[src/sv/dmca_pkg.sv]
// shared constants for the direct-mapped count accumulator
// field widths, item codes and register reset value; no dependencies
`default_nettype none
package dmca_pkg;

   localparam int KEY_W = 64;
   localparam int COUNT_W = 64;
   localparam int FLUSH_IDX_W = 10;
   localparam int CSR_W = 11;
   localparam int HALF_SHIFT = 32;
   localparam int MAX_BUCKETS_DEFAULT = 1024;

   localparam logic [CSR_W-1:0] CSR_RESET = 11'd1024;

   localparam logic MODE_ADD = 1'b0;
   localparam logic MODE_FLUSH = 1'b1;

endpackage
`default_nettype wire

[src/sv/dmca_mod_unit.sv]
// iterative remainder unit: 64-bit dividend modulo a small modulus, two bits per cycle
// depends on dmca_pkg
`default_nettype none
module dmca_mod_unit #(
   parameter int MAX_BUCKETS = dmca_pkg::MAX_BUCKETS_DEFAULT,
   localparam int MW = $clog2(MAX_BUCKETS + 1)
) (
   input  wire logic                        clock,
   input  wire logic                        reset,
   input  wire logic                        start,
   input  wire logic [dmca_pkg::KEY_W-1:0]  dividend,
   input  wire logic [MW-1:0]               modulus,
   output logic                             done,
   output logic [MW-1:0]                    remainder
);

   localparam int STEPS = dmca_pkg::KEY_W / 2;
   localparam int CW = $clog2(STEPS);

   logic                       busy_ff;
   logic                       done_ff;
   logic [CW-1:0]              cnt_ff;
   logic [dmca_pkg::KEY_W-1:0] num_ff;
   logic [MW-1:0]              rem_ff;
   logic [MW-1:0]              mod_ff;
   logic [MW:0]                t1;
   logic [MW:0]                t2;
   logic [MW-1:0]              r1;
   logic [MW-1:0]              rem_in;

   // two restoring steps per cycle
   always_comb begin
      t1 = {rem_ff, num_ff[dmca_pkg::KEY_W-1]};
      if (t1 >= {1'b0, mod_ff}) begin
         t1 = t1 - {1'b0, mod_ff};
      end
      r1 = t1[MW-1:0];
      t2 = {r1, num_ff[dmca_pkg::KEY_W-2]};
      if (t2 >= {1'b0, mod_ff}) begin
         t2 = t2 - {1'b0, mod_ff};
      end
      rem_in = t2[MW-1:0];
   end

   always_ff @(posedge clock) begin
      if (reset) begin
         busy_ff <= 1'b0;
         done_ff <= 1'b0;
         cnt_ff <= '0;
      end else begin
         done_ff <= 1'b0;
         if (start) begin
            busy_ff <= 1'b1;
            cnt_ff <= '0;
         end else if (busy_ff) begin
            cnt_ff <= cnt_ff + CW'(1);
            if (cnt_ff == CW'(STEPS - 1)) begin
               busy_ff <= 1'b0;
               done_ff <= 1'b1;
            end
         end
      end
   end

   always_ff @(posedge clock) begin
      if (start) begin
         num_ff <= dividend;
         rem_ff <= '0;
         mod_ff <= modulus;
      end else if (busy_ff) begin
         num_ff <= {num_ff[dmca_pkg::KEY_W-3:0], 2'b00};
         rem_ff <= rem_in;
      end
   end

   assign done = done_ff;
   assign remainder = rem_ff;

endmodule
`default_nettype wire

[config.mk]
export PLATFORM = sky130hd
export DESIGN_NAME = dmca_mod_unit
export DESIGN_NICKNAME = d
export VERILOG_FILES = /design/src/sv/dmca_pkg.sv /design/src/sv/dmca_mod_unit.sv
export SDC_FILE = /design/constraint.sdc
export NUM_CORES = 1
export LEC_CHECK = 0
export BUFFER_PORTS_ARGS = -buffer_cell sky130_fd_sc_hd__buf_2
export CORE_ASPECT_RATIO = 0.75
export CORE_MARGIN = 2
export CORE_UTILIZATION = 44
export CTS_CLUSTER_DIAMETER = 100
export DETAILED_ROUTE_END_ITERATION = 7
export HOLD_SLACK_MARGIN = 0.12
export PLACE_DENSITY_LB_ADDON = 0.25
export SLEW_MARGIN = 20
export SYNTH_ARGS = -nofsm -noshare
export SYNTH_HDL_FRONTEND = slang
export SYNTH_SLANG_ARGS = --single-unit
[constraint.sdc]
create_clock -name clock -period 3.95 [get_ports clock]
set_clock_uncertainty 0.15 [all_clocks]
set_input_delay 0.79 -clock clock [delete_from_list [all_inputs] [get_ports clock]]
set_output_delay 0.79 -clock clock [all_outputs]
set_load 0.01 [all_outputs]
==> flow_summary.ini <==
[outcome]
outcome = finished, violations left
violations = negative setup slack

[sta]
worst_slew_margin_rel = 0.683
fin_setup_tns_ps = -77.4
grt_setup_unrepaired = yes
final.setup.worst_slack_ps = -77.4
final-hold-violation-count = 0
maxClockFrequency_mhz = 248
final-max-slew-violation-count = 0
report.final.setup_viol = 1
finalCriticalPeriod_ps = 4030
timing_worst_slew_pin_value_ps = 474
worst_hold_slack_ps = 382
finalCritPeriodShare = 1.02

[die]
core.rowCount = 33
core_area_um2 = 10900
initial_core_util = 0.452
ios = 90
die_area_um2 = 12100
floorplan.die.width_um = 126
fp.dieH_um = 95.9

[drt]
avgRoutedWirePerCell_um = 16.9
wl_mm = 11.6
via_per_inst = 5.23
first_pass_drt_iterations = 5
detail-route-antenna-nets = 0
drt_first_iter_violations = 219
drc = 0
route.vias.total = 3571

[critical_path]
critical_path.top_delay_family = compound AO/OA/AOI/OAI gates
worstSetupPathType = register to register
path_max_fanout = 5
endpoint = remainder[10]
crit_path_start = mod_ff[0]
worstPathArrival_ps = 4170
crit_slowest_cell = sky130_fd_sc_hd__o41a_1
timing.critical_path.required_ps = 4090
worst-path-stages = 16
critical_path_cell_sequence = ha_2 > fa_2 > nand2b_4 > a21oi_4 > a211oi_4 > a21o_1 > mux2_4 > fa_2 > nand2b_4 > a21oi_4 > o21ai_2 > a21oi_2 > a2111oi_4 > buf_4 > o41a_1 > a21bo_2
worst_r2r_endpoint = remainder[10]
rr_worst_depth = 16
start_kind = register
critical_path_buf_inv_count = 1
crit_path_end_kind = register
rrSetupSlack_ps = -80
rr_startpoint = mod_ff[0]
timing.critical_path.slowest_cell_delay_ps = 410

[power_and_ir_drop]
peakVddDrop_v = 0.000286
report.power.total_mw = 3.86
p_per_area_nw_per_um2 = 589
total_leakage_power_nw = 2.77

[clocking]
hold_buffers = 0
cts.sinks = 93
cts_inserted_buffers = 9
cts-root-to-sink-buffers = 2
insertion_delay_ps = 340
h-tree-depth = 3
cts.reportedPaths.clkPinSlew_ps = 70
cts_tree = yes
ctsRootBufferMaster = sky130_fd_sc_hd__clkbuf_16

[synth]
yosysMostFrequentCell = sky130_fd_sc_hd__edfxtp_1
synth_edf_count = 75
synth_seq_area_share = 0.528
synthCells = 385
post-synth-top-area-fraction = 0.455
ys_ff_latch = 93
synth.top_cells.by_area = sky130_fd_sc_hd__edfxtp_1 46%, sky130_fd_sc_hd__mux2_2 16%, sky130_fd_sc_hd__dfxtp_1 7.3%
netlist_top_cells_count = 75 x sky130_fd_sc_hd__edfxtp_1, 69 x sky130_fd_sc_hd__mux2_2, 32 x sky130_fd_sc_hd__nor2_1, 24 x sky130_fd_sc_hd__ha_1, 23 x sky130_fd_sc_hd__inv_1
yosys_warnings = 0
synthArstFlopShare = 0
synth.cell_area_um2 = 4950
syn_nets = 489
synthDominantAreaCellType = sky130_fd_sc_hd__edfxtp_1
synth_flop_cell = sky130_fd_sc_hd__edfxtp_1
synth_area_per_cell_um2 = 12.9
synth_cell_type_count = 51

[placement]
port_buffers = 89
finalWeightedCongestion = 0.884
post-place-ws_ps = -189
hpwlAfterDp_mm = 8.54

[global_routing]
grt_start_max_net_pins = 40
grt_antenna_before_repair = 0
grt_util_all_layers = 0.202
grt_pass1_wl_mm = 19.0
first_global_vias = 3767
global_route.overflow_total = 0

[finish]
area_growth_syn_to_layout_pct = 32.3
ratio_of_cells_with_drive_above_1_in_the_final_layout = 0.512
n_antenna_cell = 0
fin_util = 0.598
num-nets-final = 642

[worst_hold_path]
min_path_type = register to register
min-delay-start = cnt_ff[3]

[run]
timing.max_cap.violations = 0
per-stage QoR:
step           instances  instance area (um^2)
2_1_floorplan        385                  5050
6_report             683                  6550
3_5_place_dp         661                  6080
3_3_place_gp         661                  6080
4_1_cts              680                  6440
5_1_grt              683                  6550
sequential cells by signal (all words and copies together), names as in the netlist:
| register | count |
|---|---|
| cnt_ff | 5 |
| done | 1 |
| num_ff | 64 |
| mod_ff | 11 |
| remainder | 11 |
| busy_ff | 1 |
how the worst min path moves through the flow:
stage,to,slack [ps],cells after the start
floorplan,cnt_ff[4],320,2
global placement,cnt_ff[4],330,2
detailed placement,cnt_ff[3],370,2
CTS,cnt_ff[3],390,2
global route,cnt_ff[3],390,2
finish,cnt_ff[3],380,2
layout make-up:
type,count,area [um^2]
fillers,896,4390
flip-flops and latches,93,2610
clock inverters,6,70.1
inverters,24,90.1
well taps,140,175
multi-input cells,256,2410
repair buffers,154,956
clock buffers,10,229
logic make-up (layout without fill, tap and decap cells):
family	after synthesis	count (layout)	share of synthesized area
flip-flops	93	93	0.528
multiplexers	80	80	0.179
AND/OR/NAND/NOR	69	69	0.0665
AO/OA/AOI/OAI	63	63	0.0971
buffers and inverters	36	194	0.0288
adder cells (fa/ha/maj)	26	26	0.0688
XOR/XNOR	18	18	0.0319
cells in the final DEF (no fill, tap or decap), drive strengths merged, types with 11 or more instances in the layout:
cell type	synthesis	routed
xnor2	11	11
ha	24	24
dfxtp	18	18
inv	24	26
mux2	69	69
nor2	32	32
buf	1	154
mux2i	11	11
edfxtp	75	75
a21oi	15	15
worst reg2reg max path: cells and delay by family (launching register included):
kind / cells / cell delay [ps]
AOI/OAI and AO/OA: 9 / 1680
adders and majority gates: 3 / 910
DFF: 1 / 400
muxes: 1 / 330
and+or+nand+nor: 2 / 320
buffers and inverters: 1 / 180
power breakdown:
part | internal (mW) | leakage (nW) | switching [mW] | total, mW
Clock | 0.497 | 0.141 | 0.390 | 0.887
Sequential | 1.19 | 0.900 | 0.0499 | 1.24
Combinational | 0.903 | 1.73 | 0.832 | 1.74
Total | 2.59 | 2.77 | 1.27 | 3.86
layer usage:
layer | routed length [um] | up-vias | GRT usage
li1 | - | 1750 | -
met1 | 5550 | 1726 | 0.272
met2 | 5270 | 82 | 0.322
met3 | 614 | 13 | 0.0573
met4 | 128 | 0 | 0.0568
met5 | 0 | - | 0
timing repair:
| action | CTS | global route |
|---|---|---|
| pin swaps | 9 | 13 |
| resized for setup | 10 | 17 |
| buffers inserted | 3 | 4 |
| setup endpoints to repair | 11 | 11 |
Power figures use the tool's default switching activity.
